## src/rtl/rc2_pkg.sv

```systemverilog
// ----------------------------------------------------------------------------
// RC2 CBC cipher package
// Shared codes, types, the PITABLE permutation and 16-bit rotate helpers.
// ----------------------------------------------------------------------------
package rc2_pkg;

   localparam int MAX_KEY_BYTES = 16;
   localparam int KEY_LEN_W     = 5;
   localparam int EFF_BITS_W    = 11;
   localparam int BLOCK_W       = 64;
   localparam logic [EFF_BITS_W-1:0] MAX_EFF_BITS = 11'd1024;

   typedef enum logic [1:0] {
      OP_EXPAND  = 2'd0,
      OP_ENCRYPT = 2'd1,
      OP_DECRYPT = 2'd2,
      OP_UNUSED  = 2'd3
   } op_type;

   typedef enum logic [1:0] {
      CSR_KEY_LOW  = 2'd0,
      CSR_KEY_HIGH = 2'd1,
      CSR_KEY_LEN  = 2'd2,
      CSR_EFF_BITS = 2'd3
   } csr_index_type;

   // control of the shared round unit
   typedef struct packed {
      logic       decrypt;
      logic       mash;
      logic [1:0] word_sel;
   } mix_ctrl_type;

   localparam logic [7:0] PI_TABLE [0:255] = '{
      8'hd9,8'h78,8'hf9,8'hc4,8'h19,8'hdd,8'hb5,8'hed,
      8'h28,8'he9,8'hfd,8'h79,8'h4a,8'ha0,8'hd8,8'h9d,
      8'hc6,8'h7e,8'h37,8'h83,8'h2b,8'h76,8'h53,8'h8e,
      8'h62,8'h4c,8'h64,8'h88,8'h44,8'h8b,8'hfb,8'ha2,
      8'h17,8'h9a,8'h59,8'hf5,8'h87,8'hb3,8'h4f,8'h13,
      8'h61,8'h45,8'h6d,8'h8d,8'h09,8'h81,8'h7d,8'h32,
      8'hbd,8'h8f,8'h40,8'heb,8'h86,8'hb7,8'h7b,8'h0b,
      8'hf0,8'h95,8'h21,8'h22,8'h5c,8'h6b,8'h4e,8'h82,
      8'h54,8'hd6,8'h65,8'h93,8'hce,8'h60,8'hb2,8'h1c,
      8'h73,8'h56,8'hc0,8'h14,8'ha7,8'h8c,8'hf1,8'hdc,
      8'h12,8'h75,8'hca,8'h1f,8'h3b,8'hbe,8'he4,8'hd1,
      8'h42,8'h3d,8'hd4,8'h30,8'ha3,8'h3c,8'hb6,8'h26,
      8'h6f,8'hbf,8'h0e,8'hda,8'h46,8'h69,8'h07,8'h57,
      8'h27,8'hf2,8'h1d,8'h9b,8'hbc,8'h94,8'h43,8'h03,
      8'hf8,8'h11,8'hc7,8'hf6,8'h90,8'hef,8'h3e,8'he7,
      8'h06,8'hc3,8'hd5,8'h2f,8'hc8,8'h66,8'h1e,8'hd7,
      8'h08,8'he8,8'hea,8'hde,8'h80,8'h52,8'hee,8'hf7,
      8'h84,8'haa,8'h72,8'hac,8'h35,8'h4d,8'h6a,8'h2a,
      8'h96,8'h1a,8'hd2,8'h71,8'h5a,8'h15,8'h49,8'h74,
      8'h4b,8'h9f,8'hd0,8'h5e,8'h04,8'h18,8'ha4,8'hec,
      8'hc2,8'he0,8'h41,8'h6e,8'h0f,8'h51,8'hcb,8'hcc,
      8'h24,8'h91,8'haf,8'h50,8'ha1,8'hf4,8'h70,8'h39,
      8'h99,8'h7c,8'h3a,8'h85,8'h23,8'hb8,8'hb4,8'h7a,
      8'hfc,8'h02,8'h36,8'h5b,8'h25,8'h55,8'h97,8'h31,
      8'h2d,8'h5d,8'hfa,8'h98,8'he3,8'h8a,8'h92,8'hae,
      8'h05,8'hdf,8'h29,8'h10,8'h67,8'h6c,8'hba,8'hc9,
      8'hd3,8'h00,8'he6,8'hcf,8'he1,8'h9e,8'ha8,8'h2c,
      8'h63,8'h16,8'h01,8'h3f,8'h58,8'he2,8'h89,8'ha9,
      8'h0d,8'h38,8'h34,8'h1b,8'hab,8'h33,8'hff,8'hb0,
      8'hbb,8'h48,8'h0c,8'h5f,8'hb9,8'hb1,8'hcd,8'h2e,
      8'hc5,8'hf3,8'hdb,8'h47,8'he5,8'ha5,8'h9c,8'h77,
      8'h0a,8'ha6,8'h20,8'h68,8'hfe,8'h7f,8'hc1,8'had
   };

   // rotate amounts per word: 1, 2, 3, 5
   function automatic logic [15:0] rotl16(input logic [15:0] x, input logic [1:0] sel);
      logic [15:0] r;
      case (sel)
         2'd0:    r = {x[14:0], x[15]};
         2'd1:    r = {x[13:0], x[15:14]};
         2'd2:    r = {x[12:0], x[15:13]};
         default: r = {x[10:0], x[15:11]};
      endcase
      return r;
   endfunction

   function automatic logic [15:0] rotr16(input logic [15:0] x, input logic [1:0] sel);
      logic [15:0] r;
      case (sel)
         2'd0:    r = {x[0], x[15:1]};
         2'd1:    r = {x[1:0], x[15:2]};
         2'd2:    r = {x[2:0], x[15:3]};
         default: r = {x[4:0], x[15:5]};
      endcase
      return r;
   endfunction

endpackage

```

## src/rtl/rc2_if.sv

```systemverilog
// ----------------------------------------------------------------------------
// RC2 channel interfaces
// Request and response channels with valid/ready handshake.
// ----------------------------------------------------------------------------
interface rc2_req_if;
   logic        valid;
   logic        ready;
   logic [1:0]  op;
   logic [63:0] block_in;
   logic [63:0] init_vector;
   logic        start_req;

   modport source (output valid, op, block_in, init_vector, start_req, input ready);
   modport sink   (input valid, op, block_in, init_vector, start_req, output ready);
endinterface

interface rc2_rsp_if;
   logic        valid;
   logic        ready;
   logic [63:0] block_out;

   modport source (output valid, block_out, input ready);
   modport sink   (input valid, block_out, output ready);
endinterface

```

## src/rtl/rc2_mix_unit.sv

```systemverilog
// ----------------------------------------------------------------------------
// RC2 round unit
// One MIX or MASH word update, forward or inverse, per use.
// ----------------------------------------------------------------------------
module rc2_mix_unit
   import rc2_pkg::*;
(
   input  mix_ctrl_type     ctrl,
   input  logic [3:0][15:0] words,
   input  logic [15:0]      key_word,
   output logic [15:0]      word_out
);

   logic [15:0] a, b, c, self_w, mix_f;

   always_comb begin
      self_w = words[ctrl.word_sel];
      a      = words[ctrl.word_sel + 2'd3];
      b      = words[ctrl.word_sel + 2'd2];
      c      = words[ctrl.word_sel + 2'd1];
      mix_f  = (a & b) + (~a & c);
      if (ctrl.mash) begin
         word_out = ctrl.decrypt ? self_w - key_word : self_w + key_word;
      end else if (ctrl.decrypt) begin
         word_out = rotr16(self_w, ctrl.word_sel) - key_word - mix_f;
      end else begin
         word_out = rotl16(self_w + key_word + mix_f, ctrl.word_sel);
      end
   end

endmodule

```

## src/rtl/rc2_cbc_cipher_core.sv

```systemverilog
// ----------------------------------------------------------------------------
// RC2 CBC cipher core
// Key expansion, block encrypt/decrypt with CBC chaining, one request at a time.
// ----------------------------------------------------------------------------
// Encrypt/decrypt: 72 word steps (CIPH_RD, CIPH_WR), paced by the registered key table
//   read, then ST_FINISH loads the response when the output register is free.
// Key expansion: fill t key bytes, PITABLE bytes t..127, byte 128-t8, back-fill to 0, copy
//   into the 64-word key table (t key bytes, t8 eff. bytes). One request in flight.
// The next request is taken the cycle after the response is loaded. Reset: sync, active high;
//   clears control, config (key length to 16) and chain; tables undefined until expand.
module rc2_cbc_cipher_core
   import rc2_pkg::*;
(
   input  logic        clock,
   input  logic        reset,
   rc2_req_if.sink     req_chan,
   rc2_rsp_if.source   rsp_chan,
   input  logic        csr_write_enable,
   input  logic [1:0]  csr_index,
   input  logic [63:0] csr_write_data
);

   typedef enum logic [12:0] {
      ST_IDLE    = 13'b0000000000001,
      ST_FILL    = 13'b0000000000010,
      ST_GEN_RD  = 13'b0000000000100,
      ST_GEN_WR  = 13'b0000000001000,
      ST_TOP_RD  = 13'b0000000010000,
      ST_TOP_WR  = 13'b0000000100000,
      ST_BACK_RD = 13'b0000001000000,
      ST_BACK_WR = 13'b0000010000000,
      ST_COPY_RD = 13'b0000100000000,
      ST_COPY_WR = 13'b0001000000000,
      ST_CIPH_RD = 13'b0010000000000,
      ST_CIPH_WR = 13'b0100000000000,
      ST_FINISH  = 13'b1000000000000
   } state_type;

   // configuration registers
   logic [63:0]           key_lo_ff, key_hi_ff;
   logic [KEY_LEN_W-1:0]  key_len_ff;
   logic [EFF_BITS_W-1:0] eff_bits_ff;

   // sequencer
   state_type        state_ff, state_in;
   logic [7:0]       idx_ff, idx_in;
   logic [7:0]       last_ff, last_in;
   logic [7:0]       low_byte_ff, low_byte_in;
   logic [KEY_LEN_W-1:0] t_ff, t_in;
   logic [7:0]       t8_ff, t8_in;
   logic [7:0]       mask_ff, mask_in;
   logic [3:0]       rnd_ff, rnd_in;
   logic [1:0]       wi_ff, wi_in;
   logic             mash_ff, mash_in;
   logic             dec_ff, dec_in;

   // datapath
   logic [3:0][15:0] word_ff, word_in;
   logic [63:0]      prev_ff, prev_in;
   logic [63:0]      blk_ff, blk_in;
   logic [63:0]      chain_ff, chain_in;
   logic [63:0]      result_ff, result_in;
   logic             rsp_valid_ff, rsp_valid_in;
   logic [63:0]      rsp_data_ff, rsp_data_in;

   // memories
   logic [7:0]  buf_mem [0:127];
   logic [7:0]  buf_rd_ff;
   logic [6:0]  buf_raddr, buf_waddr;
   logic [7:0]  buf_wdata;
   logic        buf_we;
   logic [15:0] kt_mem [0:63];
   logic [15:0] kt_rd_ff;
   logic [5:0]  kt_raddr;
   logic        kt_we;

   logic [7:0]  pi_idx, pi_val;
   logic [15:0] unit_out;
   logic [3:0][15:0] new_words;
   mix_ctrl_type     unit_ctrl;
   logic [15:0][7:0] key_all;
   logic             accept;

   // effective length decode for expansion
   logic [KEY_LEN_W-1:0]  t_dec;
   logic [EFF_BITS_W-1:0] bits_dec;
   logic [EFF_BITS_W-1:0] bits_round;
   logic [2:0]            mask_shift;

   assign key_all = {key_hi_ff, key_lo_ff};
   assign accept  = req_chan.valid && req_chan.ready;
   assign req_chan.ready     = (state_ff == ST_IDLE);
   assign rsp_chan.valid     = rsp_valid_ff;
   assign rsp_chan.block_out = rsp_data_ff;

   always_comb begin
      if (key_len_ff == '0) begin
         t_dec = KEY_LEN_W'(1);
      end else if (key_len_ff > KEY_LEN_W'(MAX_KEY_BYTES)) begin
         t_dec = KEY_LEN_W'(MAX_KEY_BYTES);
      end else begin
         t_dec = key_len_ff;
      end
      if (eff_bits_ff == '0) begin
         bits_dec = EFF_BITS_W'({t_dec, 3'b000});
      end else if (eff_bits_ff > MAX_EFF_BITS) begin
         bits_dec = MAX_EFF_BITS;
      end else begin
         bits_dec = eff_bits_ff;
      end
      bits_round = bits_dec + EFF_BITS_W'(7);
      mask_shift = 3'd0 - bits_dec[2:0];
   end

   // shared round unit
   assign unit_ctrl = '{decrypt: dec_ff, mash: mash_ff, word_sel: wi_ff};

   rc2_mix_unit u_mix (
      .ctrl     (unit_ctrl),
      .words    (word_ff),
      .key_word (kt_rd_ff),
      .word_out (unit_out)
   );

   always_comb begin
      new_words        = word_ff;
      new_words[wi_ff] = unit_out;
   end

   // key table address: sequential subkey for MIX, data dependent for MASH
   assign kt_raddr = mash_ff ? word_ff[wi_ff + 2'd3][5:0] : {rnd_ff, wi_ff};

   // buffer read address per expansion phase
   always_comb begin
      unique case (state_ff)
         ST_GEN_RD:  buf_raddr = 7'(idx_ff - 8'(t_ff));
         ST_BACK_RD: buf_raddr = 7'(idx_ff - 8'd1 + t8_ff);
         default:    buf_raddr = idx_ff[6:0];
      endcase
   end

   always_comb begin
      unique case (state_ff)
         ST_TOP_WR:  pi_idx = buf_rd_ff & mask_ff;
         ST_BACK_WR: pi_idx = last_ff ^ buf_rd_ff;
         default:    pi_idx = last_ff + buf_rd_ff;
      endcase
   end
   assign pi_val = PI_TABLE[pi_idx];

   // sequencer
   always_comb begin
      state_in     = state_ff;
      idx_in       = idx_ff;
      last_in      = last_ff;
      low_byte_in  = low_byte_ff;
      t_in         = t_ff;
      t8_in        = t8_ff;
      mask_in      = mask_ff;
      rnd_in       = rnd_ff;
      wi_in        = wi_ff;
      mash_in      = mash_ff;
      dec_in       = dec_ff;
      word_in      = word_ff;
      prev_in      = prev_ff;
      blk_in       = blk_ff;
      chain_in     = chain_ff;
      result_in    = result_ff;
      rsp_valid_in = rsp_valid_ff;
      rsp_data_in  = rsp_data_ff;
      buf_we       = 1'b0;
      buf_waddr    = idx_ff[6:0];
      buf_wdata    = pi_val;
      kt_we        = 1'b0;

      if (rsp_valid_ff && rsp_chan.ready) begin
         rsp_valid_in = 1'b0;
      end

      unique case (state_ff)
         ST_IDLE: begin
            if (accept) begin
               prev_in   = req_chan.start_req ? req_chan.init_vector : chain_ff;
               blk_in    = req_chan.block_in;
               result_in = '0;
               mash_in   = 1'b0;
               case (op_type'(req_chan.op))
                  OP_EXPAND: begin
                     t_in     = t_dec;
                     t8_in    = bits_round[10:3];
                     mask_in  = 8'hFF >> mask_shift;
                     idx_in   = '0;
                     state_in = ST_FILL;
                  end
                  OP_ENCRYPT: begin
                     word_in  = req_chan.block_in ^ prev_in;
                     dec_in   = 1'b0;
                     rnd_in   = 4'd0;
                     wi_in    = 2'd0;
                     state_in = ST_CIPH_RD;
                  end
                  OP_DECRYPT: begin
                     word_in  = req_chan.block_in;
                     dec_in   = 1'b1;
                     rnd_in   = 4'd15;
                     wi_in    = 2'd3;
                     state_in = ST_CIPH_RD;
                  end
                  default: state_in = ST_FINISH;
               endcase
            end
         end
         ST_FILL: begin
            buf_we    = 1'b1;
            buf_wdata = key_all[idx_ff[3:0]];
            last_in   = key_all[idx_ff[3:0]];
            if (idx_ff == 8'(t_ff) - 8'd1) begin
               idx_in   = 8'(t_ff);
               state_in = ST_GEN_RD;
            end else begin
               idx_in = idx_ff + 8'd1;
            end
         end
         ST_GEN_RD: state_in = ST_GEN_WR;
         ST_GEN_WR: begin
            buf_we  = 1'b1;
            last_in = pi_val;
            if (idx_ff == 8'd127) begin
               idx_in   = 8'd128 - t8_ff;
               state_in = ST_TOP_RD;
            end else begin
               idx_in   = idx_ff + 8'd1;
               state_in = ST_GEN_RD;
            end
         end
         ST_TOP_RD: state_in = ST_TOP_WR;
         ST_TOP_WR: begin
            buf_we  = 1'b1;
            last_in = pi_val;
            if (idx_ff == 8'd0) begin
               state_in = ST_COPY_RD;
            end else begin
               state_in = ST_BACK_RD;
            end
         end
         ST_BACK_RD: state_in = ST_BACK_WR;
         ST_BACK_WR: begin
            buf_we    = 1'b1;
            buf_waddr = 7'(idx_ff - 8'd1);
            last_in   = pi_val;
            idx_in    = idx_ff - 8'd1;
            if (idx_ff == 8'd1) begin
               state_in = ST_COPY_RD;
            end else begin
               state_in = ST_BACK_RD;
            end
         end
         ST_COPY_RD: state_in = ST_COPY_WR;
         ST_COPY_WR: begin
            if (idx_ff[0]) begin
               kt_we = 1'b1;
            end else begin
               low_byte_in = buf_rd_ff;
            end
            if (idx_ff == 8'd127) begin
               state_in = ST_FINISH;
            end else begin
               idx_in   = idx_ff + 8'd1;
               state_in = ST_COPY_RD;
            end
         end
         ST_CIPH_RD: state_in = ST_CIPH_WR;
         ST_CIPH_WR: begin
            word_in  = new_words;
            state_in = ST_CIPH_RD;
            if (!dec_ff) begin
               if (wi_ff != 2'd3) begin
                  wi_in = wi_ff + 2'd1;
               end else if (mash_ff) begin
                  mash_in = 1'b0;
                  rnd_in  = rnd_ff + 4'd1;
                  wi_in   = 2'd0;
               end else if (rnd_ff == 4'd4 || rnd_ff == 4'd10) begin
                  mash_in = 1'b1;
                  wi_in   = 2'd0;
               end else if (rnd_ff == 4'd15) begin
                  result_in = new_words;
                  chain_in  = new_words;
                  state_in  = ST_FINISH;
               end else begin
                  rnd_in = rnd_ff + 4'd1;
                  wi_in  = 2'd0;
               end
            end else begin
               if (wi_ff != 2'd0) begin
                  wi_in = wi_ff - 2'd1;
               end else if (mash_ff) begin
                  mash_in = 1'b0;
                  wi_in   = 2'd3;
               end else if (rnd_ff == 4'd0) begin
                  result_in = new_words ^ prev_ff;
                  chain_in  = blk_ff;
                  state_in  = ST_FINISH;
               end else begin
                  // inverse MASH precedes rounds 10 and 4
                  rnd_in  = rnd_ff - 4'd1;
                  mash_in = (rnd_ff == 4'd11) || (rnd_ff == 4'd5);
                  wi_in   = 2'd3;
               end
            end
         end
         ST_FINISH: begin
            if (!rsp_valid_ff || rsp_chan.ready) begin
               rsp_valid_in = 1'b1;
               rsp_data_in  = result_ff;
               state_in     = ST_IDLE;
            end
         end
         default: state_in = ST_IDLE;
      endcase
   end

   // control registers
   always_ff @(posedge clock) begin
      if (reset) begin
         state_ff     <= ST_IDLE;
         mash_ff      <= 1'b0;
         dec_ff       <= 1'b0;
         rnd_ff       <= '0;
         wi_ff        <= '0;
         idx_ff       <= '0;
         rsp_valid_ff <= 1'b0;
         chain_ff     <= '0;
         key_lo_ff    <= '0;
         key_hi_ff    <= '0;
         key_len_ff   <= KEY_LEN_W'(16);
         eff_bits_ff  <= '0;
      end else begin
         state_ff     <= state_in;
         mash_ff      <= mash_in;
         dec_ff       <= dec_in;
         rnd_ff       <= rnd_in;
         wi_ff        <= wi_in;
         idx_ff       <= idx_in;
         rsp_valid_ff <= rsp_valid_in;
         chain_ff     <= chain_in;
         if (csr_write_enable) begin
            unique case (csr_index_type'(csr_index))
               CSR_KEY_LOW:  key_lo_ff   <= csr_write_data;
               CSR_KEY_HIGH: key_hi_ff   <= csr_write_data;
               CSR_KEY_LEN:  key_len_ff  <= csr_write_data[KEY_LEN_W-1:0];
               CSR_EFF_BITS: eff_bits_ff <= csr_write_data[EFF_BITS_W-1:0];
               default: ;
            endcase
         end
      end
   end

   // payload registers
   always_ff @(posedge clock) begin
      last_ff     <= last_in;
      low_byte_ff <= low_byte_in;
      t_ff        <= t_in;
      t8_ff       <= t8_in;
      mask_ff     <= mask_in;
      word_ff     <= word_in;
      prev_ff     <= prev_in;
      blk_ff      <= blk_in;
      result_ff   <= result_in;
      rsp_data_ff <= rsp_data_in;
   end

   // expansion buffer
   always_ff @(posedge clock) begin
      if (buf_we) begin
         buf_mem[buf_waddr] <= buf_wdata;
      end
      buf_rd_ff <= buf_mem[buf_raddr];
   end

   // key table
   always_ff @(posedge clock) begin
      if (kt_we) begin
         kt_mem[idx_ff[6:1]] <= {buf_rd_ff, low_byte_ff};
      end
      kt_rd_ff <= kt_mem[kt_raddr];
   end

   // checks
   a_accept_leaves_idle: assert property (@(posedge clock) disable iff (reset)
      accept |=> state_ff != ST_IDLE)
      else $error("request accepted but sequencer stayed idle");

   a_mash_rounds: assert property (@(posedge clock) disable iff (reset)
      mash_ff |-> (rnd_ff == 4'd4 || rnd_ff == 4'd10))
      else $error("MASH outside rounds 4 and 10");

   a_encrypt_end: assert property (@(posedge clock) disable iff (reset)
      (state_ff == ST_CIPH_WR && !dec_ff && !mash_ff && wi_ff == 2'd3 && rnd_ff == 4'd15)
      |=> state_ff == ST_FINISH)
      else $error("encrypt did not finish after last round");

   a_finish_loads_rsp: assert property (@(posedge clock) disable iff (reset)
      (state_ff == ST_FINISH && (!rsp_valid_ff || rsp_chan.ready))
      |=> (rsp_valid_ff && state_ff == ST_IDLE))
      else $error("finished result not presented");

endmodule
```

## src/flat_wrapper.sv

```systemverilog
// flat-port wrapper written by rule: the top's interface ports become plain ports
module rc2_cbc_cipher_core_flat import rc2_pkg::*;
  (clock, reset, csr_write_enable, csr_index, csr_write_data, req_chan_valid, req_chan_op, req_chan_block_in, req_chan_init_vector, req_chan_start_req, req_chan_ready, rsp_chan_valid, rsp_chan_block_out, rsp_chan_ready);
  rc2_req_if req_chan_i ();
  rc2_rsp_if rsp_chan_i ();
  input  logic clock;
  input  logic reset;
  input  logic csr_write_enable;
  input  logic [1:0] csr_index;
  input  logic [63:0] csr_write_data;
  input wire logic [$bits(req_chan_i.valid)-1:0] req_chan_valid;
  input wire logic [$bits(req_chan_i.op)-1:0] req_chan_op;
  input wire logic [$bits(req_chan_i.block_in)-1:0] req_chan_block_in;
  input wire logic [$bits(req_chan_i.init_vector)-1:0] req_chan_init_vector;
  input wire logic [$bits(req_chan_i.start_req)-1:0] req_chan_start_req;
  output wire logic [$bits(req_chan_i.ready)-1:0] req_chan_ready;
  output wire logic [$bits(rsp_chan_i.valid)-1:0] rsp_chan_valid;
  output wire logic [$bits(rsp_chan_i.block_out)-1:0] rsp_chan_block_out;
  input wire logic [$bits(rsp_chan_i.ready)-1:0] rsp_chan_ready;
  assign req_chan_i.valid = req_chan_valid;
  assign req_chan_i.op = req_chan_op;
  assign req_chan_i.block_in = req_chan_block_in;
  assign req_chan_i.init_vector = req_chan_init_vector;
  assign req_chan_i.start_req = req_chan_start_req;
  assign req_chan_ready = req_chan_i.ready;
  assign rsp_chan_valid = rsp_chan_i.valid;
  assign rsp_chan_block_out = rsp_chan_i.block_out;
  assign rsp_chan_i.ready = rsp_chan_ready;
  rc2_cbc_cipher_core u_core (.clock(clock), .reset(reset), .req_chan(req_chan_i), .rsp_chan(rsp_chan_i), .csr_write_enable(csr_write_enable), .csr_index(csr_index), .csr_write_data(csr_write_data));
endmodule
```

## config.mk

```make
export PLATFORM = sky130hd
export DESIGN_NAME = rc2_cbc_cipher_core_flat
export DESIGN_NICKNAME = d
export VERILOG_FILES = /design/src/rtl/rc2_pkg.sv /design/src/rtl/rc2_if.sv /design/src/rtl/rc2_mix_unit.sv /design/src/rtl/rc2_cbc_cipher_core.sv /design/src/flat_wrapper.sv
export SDC_FILE = /design/constraint.sdc
export NUM_CORES = 2
export LEC_CHECK = 0
export BUFFER_PORTS_ARGS = -buffer_cell sky130_fd_sc_hd__clkbuf_2
export CORE_AREA = 2 2 524 370
export CTS_CLUSTER_SIZE = 14
export DETAILED_ROUTE_END_ITERATION = 8
export DIE_AREA = 0 0 526 372
export PLACE_DENSITY = 0.82
export SLEW_MARGIN = 25
export SYNTH_ARGS = -nofsm -noshare
export SYNTH_HDL_FRONTEND = slang
export SYNTH_SLANG_ARGS = --single-unit
```

## constraint.sdc

```tcl
create_clock -name clock -period 15.6 [get_ports clock]
set_clock_uncertainty 0.1 [all_clocks]
set_input_delay 0.78 -clock clock [delete_from_list [all_inputs] [get_ports clock]]
set_output_delay 0.78 -clock clock [all_outputs]
set_load 0.01 [all_outputs]
```

==> results.md <==
- Cell count of the worst reg-to-reg path: 25
- Terminating pin of the worst hold path: u_core.blk_ff[29]$_DFFE_PP_
- Area share of the leading cell type in the synthesized netlist: 0.604
- Setup crit end kind: register
- Startpoint of the worst-slack reg-to-reg timing path: u_core.wi_ff[1]$_SDFFE_PP0P_
- Number of I/O port buffers: 267
- Vertical die dimension: 372 um
- Path type of the worst min-delay path: input port to register
- Growth of design area from synthesis to finish: 10.5%
- Starting utilization of the core area: 0.624
- Ratio of routed vias to standard cells: 6.77
- Hold-fix buffer count after cts: 55
- Vias in the first global route: 73200
- Number of storage elements in the synthesis netlist: 2666
- Cell row count: 135
- Fill cell instance count of the final layout: 12500
- Average size of a mapped cell: 14.4 sq um
- Cell Area, Placed: 0.124 sq mm
- Maximum level of the CTS H-tree: 4
- Post-route DRC: 0
- Sequential cell area fraction in the yosys report: 0.648
- Worst EP required: 16110 ps
- Sum of negative setup slack: 0 ps
- Internal reg-to-reg setup slack: 6640 ps
- Count of TritonRoute iterations in the first routing pass: 9
- Fin area: 0.132 sq mm
- Critical path launch point type: register
- Synth cell types: 103
- Drt total wl: 343000 um
- Final setup fails: 0
- Start point of the worst min-delay path: req_chan_block_in[29]
- DR WL met2: 147000 um
- Total CTS buffers: 240
- Data arrival at the endpoint of the critical path: 9460 ps
- Detail Route met3 WL: 46800 um
- Core Box Area: 0.192 sq mm
- Top layer in use: met5
- Number of DRC markers after the initial detailed-route iteration: 11800
- Clock tree from TritonCTS: done
- Clk_lat worst skew: 900 ps
- Remaining max-slew budget at the tightest pin: 0.224
- Final nets: 8887
- Final slew viol count: 0
- Final Wtd Congestion: 0.971
- Status: complete, no violations
- Deepest clock path buffer count: 4
- Main flop type after synthesis: sky130_fd_sc_hd__edfxtp_1
- Placement Setup Slack: 6860 ps
- CTS root buffer: sky130_fd_sc_hd__clkbuf_16
- Share of the clock period used by the worst path: 0.574
- Horizontal die dimension: 526 um
- Highest attainable clock frequency: 112 MHz
- Number of clock sinks: 2666
- Die area: 0.196 sq mm
- Tot GR Track Use: 0.345
- Synth top cells by count: 2404 x sky130_fd_sc_hd__edfxtp_1, 1085 x sky130_fd_sc_hd__mux2i_1, 806 x sky130_fd_sc_hd__nand2_1
- Antenna violations before repair: 31
- Total congestion overflow: 0
- Yosys warning count: 0
- Leakage Power: 0.0455 uW
- Worst Tran Pin Value: 1160 ps
- Dominant cell by count in the synthesized netlist: sky130_fd_sc_hd__edfxtp_1
- Synthesized netlist cell count: 8305
- Resize count post-CTS: 0
- Syn Std Cell Area: 0.120 sq mm
- Antenna-violating nets left: 0
- Max-Cap Viols: 0
- Net count of the mapped netlist: 8653
- Largest net degree at the start of global routing: 132
- Final HPWL DP: 215000 um
- DR vias: 76300
- Register clock-pin slew on the reported worst setup and hold paths: 70 ps
- Async set-reset flop share out of synthesis: 0
- Final Hold Violating Endpoints: 0
- Post-route met1 wirelength: 136000 um
- Leading area contributor after synthesis: sky130_fd_sc_hd__edfxtp_1
- Hold Path Cell Cnt: 1
- Setup repair after global routing missed its margin: no
- Worst reg2reg path endpoint: u_core.result_ff[13]$_SDFFCE_PN0P_
- Number of setup buffers added after CTS: 0
- Number of enable flip-flop cells after synthesis: 2404
- Final setup slack of the worst path: 6640 ps
- Top-level port count: 268
- Wire length of the first global-routing pass: 496000 um
- Total power per unit cell area: 137 mW/mm^2
- Top cells by area, synth: sky130_fd_sc_hd__edfxtp_1 60%, sky130_fd_sc_hd__mux2i_1 9.1%, sky130_fd_sc_hd__mux4_2 6.1%, sky130_fd_sc_hd__dfxtp_1 4.4%, sky130_fd_sc_hd__nand2_1 2.5%
- Worst Path Class, Setup: register to register
- Routed len/inst: 30.4 um
- Utilization after layout: 0.689
- Final Critical Period: 8960 ps
- Maximum fanout along the worst path: 41
- Maximum ir drop on the vdd rail: 0.109 mV
- Fraction of final layout cells sized beyond drive strength 1: 0.152
==> metal layers <==
layer | GRT usage | vias up
met5 | 0 | -
met2 | 0.496 | 5275
met4 | 0.111 | 34
li1 | - | 32200
met3 | 0.0931 | 687
met1 | 0.514 | 38100
==> final cells by class <==
type                       instances  area, sq um  area share
antenna                           15         37.5    0.000284
clock buffer                     346         6670      0.0505
clock inverter                    82          646     0.00489
inverter                         101          379     0.00287
multi-input combinational       5010        40100       0.304
sequential                      2666        77500       0.587
tap                             2534         3170      0.0240
timing repair buffer             520         3610      0.0273
==> worst max-delay path: stages, from the launching register on <==
cell and delay (ps):
sky130_fd_sc_hd__dfxtp_2 950, sky130_fd_sc_hd__inv_1 540, sky130_fd_sc_hd__ha_2 1050, sky130_fd_sc_hd__inv_1 330, sky130_fd_sc_hd__nor3b_1 270, sky130_fd_sc_hd__nor3_1 70, sky130_fd_sc_hd__a21oi_1 160, sky130_fd_sc_hd__ha_1 210
sky130_fd_sc_hd__nor3b_1 500, sky130_fd_sc_hd__a21oi_1 200, sky130_fd_sc_hd__or2_0 360, sky130_fd_sc_hd__xnor2_1 180, sky130_fd_sc_hd__ha_1 320, sky130_fd_sc_hd__ha_1 320, sky130_fd_sc_hd__nor2_1 50, sky130_fd_sc_hd__a21oi_1 390
sky130_fd_sc_hd__nand3_1 130, sky130_fd_sc_hd__o21ai_0 440, sky130_fd_sc_hd__nor3_1 140, sky130_fd_sc_hd__o31a_1 380, sky130_fd_sc_hd__xor2_1 160, sky130_fd_sc_hd__o21ai_0 700, sky130_fd_sc_hd__mux2_2 310, sky130_fd_sc_hd__a41oi_1 80
sky130_fd_sc_hd__xnor2_1 240, sky130_fd_sc_hd__nor2_1 60
==> worst max path at each step <==
stage | from | to | slack, ps
after floorplan | u_core.buf_rd_ff[0]$_DFF_P_ | u_core.buf_mem[0][5]$_DFFE_PP_ | 4830
after global placement | u_core.wi_ff[1]$_SDFFE_PP0P_ | u_core.result_ff[46]$_SDFFCE_PN0P_ | 6830
after detailed placement | u_core.wi_ff[1]$_SDFFE_PP0P_ | u_core.result_ff[15]$_SDFFCE_PN0P_ | 6860
after CTS | u_core.wi_ff[1]$_SDFFE_PP0P_ | u_core.result_ff[15]$_SDFFCE_PN0P_ | 6790
after global routing | u_core.wi_ff[1]$_SDFFE_PP0P_ | u_core.result_ff[13]$_SDFFCE_PN0P_ | 6350
final | u_core.wi_ff[1]$_SDFFE_PP0P_ | u_core.result_ff[13]$_SDFFCE_PN0P_ | 6640
==> through the flow <==
| stage | cells | power, uW | hold slack [ps] |
|---|---|---|---|
| finish | 11300 | 18100 | 31.1 |
| global route | 11300 | 18600 | 24.3 |
| CTS | 11300 | 18000 | 0.443 |
| detailed placement | 10800 | 12400 | 305 |
| global placement | 10800 | 12400 | 302 |
| floorplan | 8305 | 11100 | 300 |
==> layout by cell type, fill, tap and decap left out, types with 35 or more instances in the layout <==
cell / instances
sky130_fd_sc_hd__edfxtp_1: 2404
sky130_fd_sc_hd__mux2i_1: 1077
sky130_fd_sc_hd__nand2_1: 804
sky130_fd_sc_hd__nor2_1: 566
sky130_fd_sc_hd__a21oi_1: 467
sky130_fd_sc_hd__mux4_2: 326
sky130_fd_sc_hd__clkbuf_2: 265
sky130_fd_sc_hd__dfxtp_1: 248
sky130_fd_sc_hd__clkbuf_16: 242
sky130_fd_sc_hd__o21ai_0: 184
sky130_fd_sc_hd__buf_4: 179
sky130_fd_sc_hd__xnor2_1: 168
sky130_fd_sc_hd__ha_1: 127
sky130_fd_sc_hd__a211oi_1: 105
sky130_fd_sc_hd__mux2_2: 97
sky130_fd_sc_hd__inv_1: 95
sky130_fd_sc_hd__a31oi_1: 90
sky130_fd_sc_hd__nor3_1: 83
sky130_fd_sc_hd__clkbuf_1: 82
sky130_fd_sc_hd__and2_1: 81
sky130_fd_sc_hd__xor2_1: 73
sky130_fd_sc_hd__nand3_1: 58
sky130_fd_sc_hd__dlygate4sd3_1: 55
sky130_fd_sc_hd__a21o_1: 49
sky130_fd_sc_hd__a311oi_1: 45
sky130_fd_sc_hd__nor2b_1: 38
sky130_fd_sc_hd__clkinv_1: 35
==> cell families (layout without fill, tap and decap cells) <==
kind of cell / Yosys count / after routing / synth area share
DFF: 2666 / 2666 / 0.648
muxes: 1509 / 1509 / 0.162
buffers and inverters: 629 / 1049 / 0.0207
adders and majority gates: 147 / 147 / 0.0164
AOI/OAI and AO/OA: 1269 / 1269 / 0.0682
and+or+nand+nor: 1840 / 1840 / 0.0670
other: 0 / 15 / 0
xor gates and xnor gates: 245 / 245 / 0.0185
==> power breakdown <==
| group | total, uW | switching [uW] | internal [uW] |
|---|---|---|---|
| combinational | 4140 | 2760 | 1380 |
| clock | 5660 | 2580 | 3080 |
| sequential | 8310 | 103 | 8210 |
| total | 18100 | 5440 | 12700 |
No activity file was read; power rests on OpenSTA's default activity.
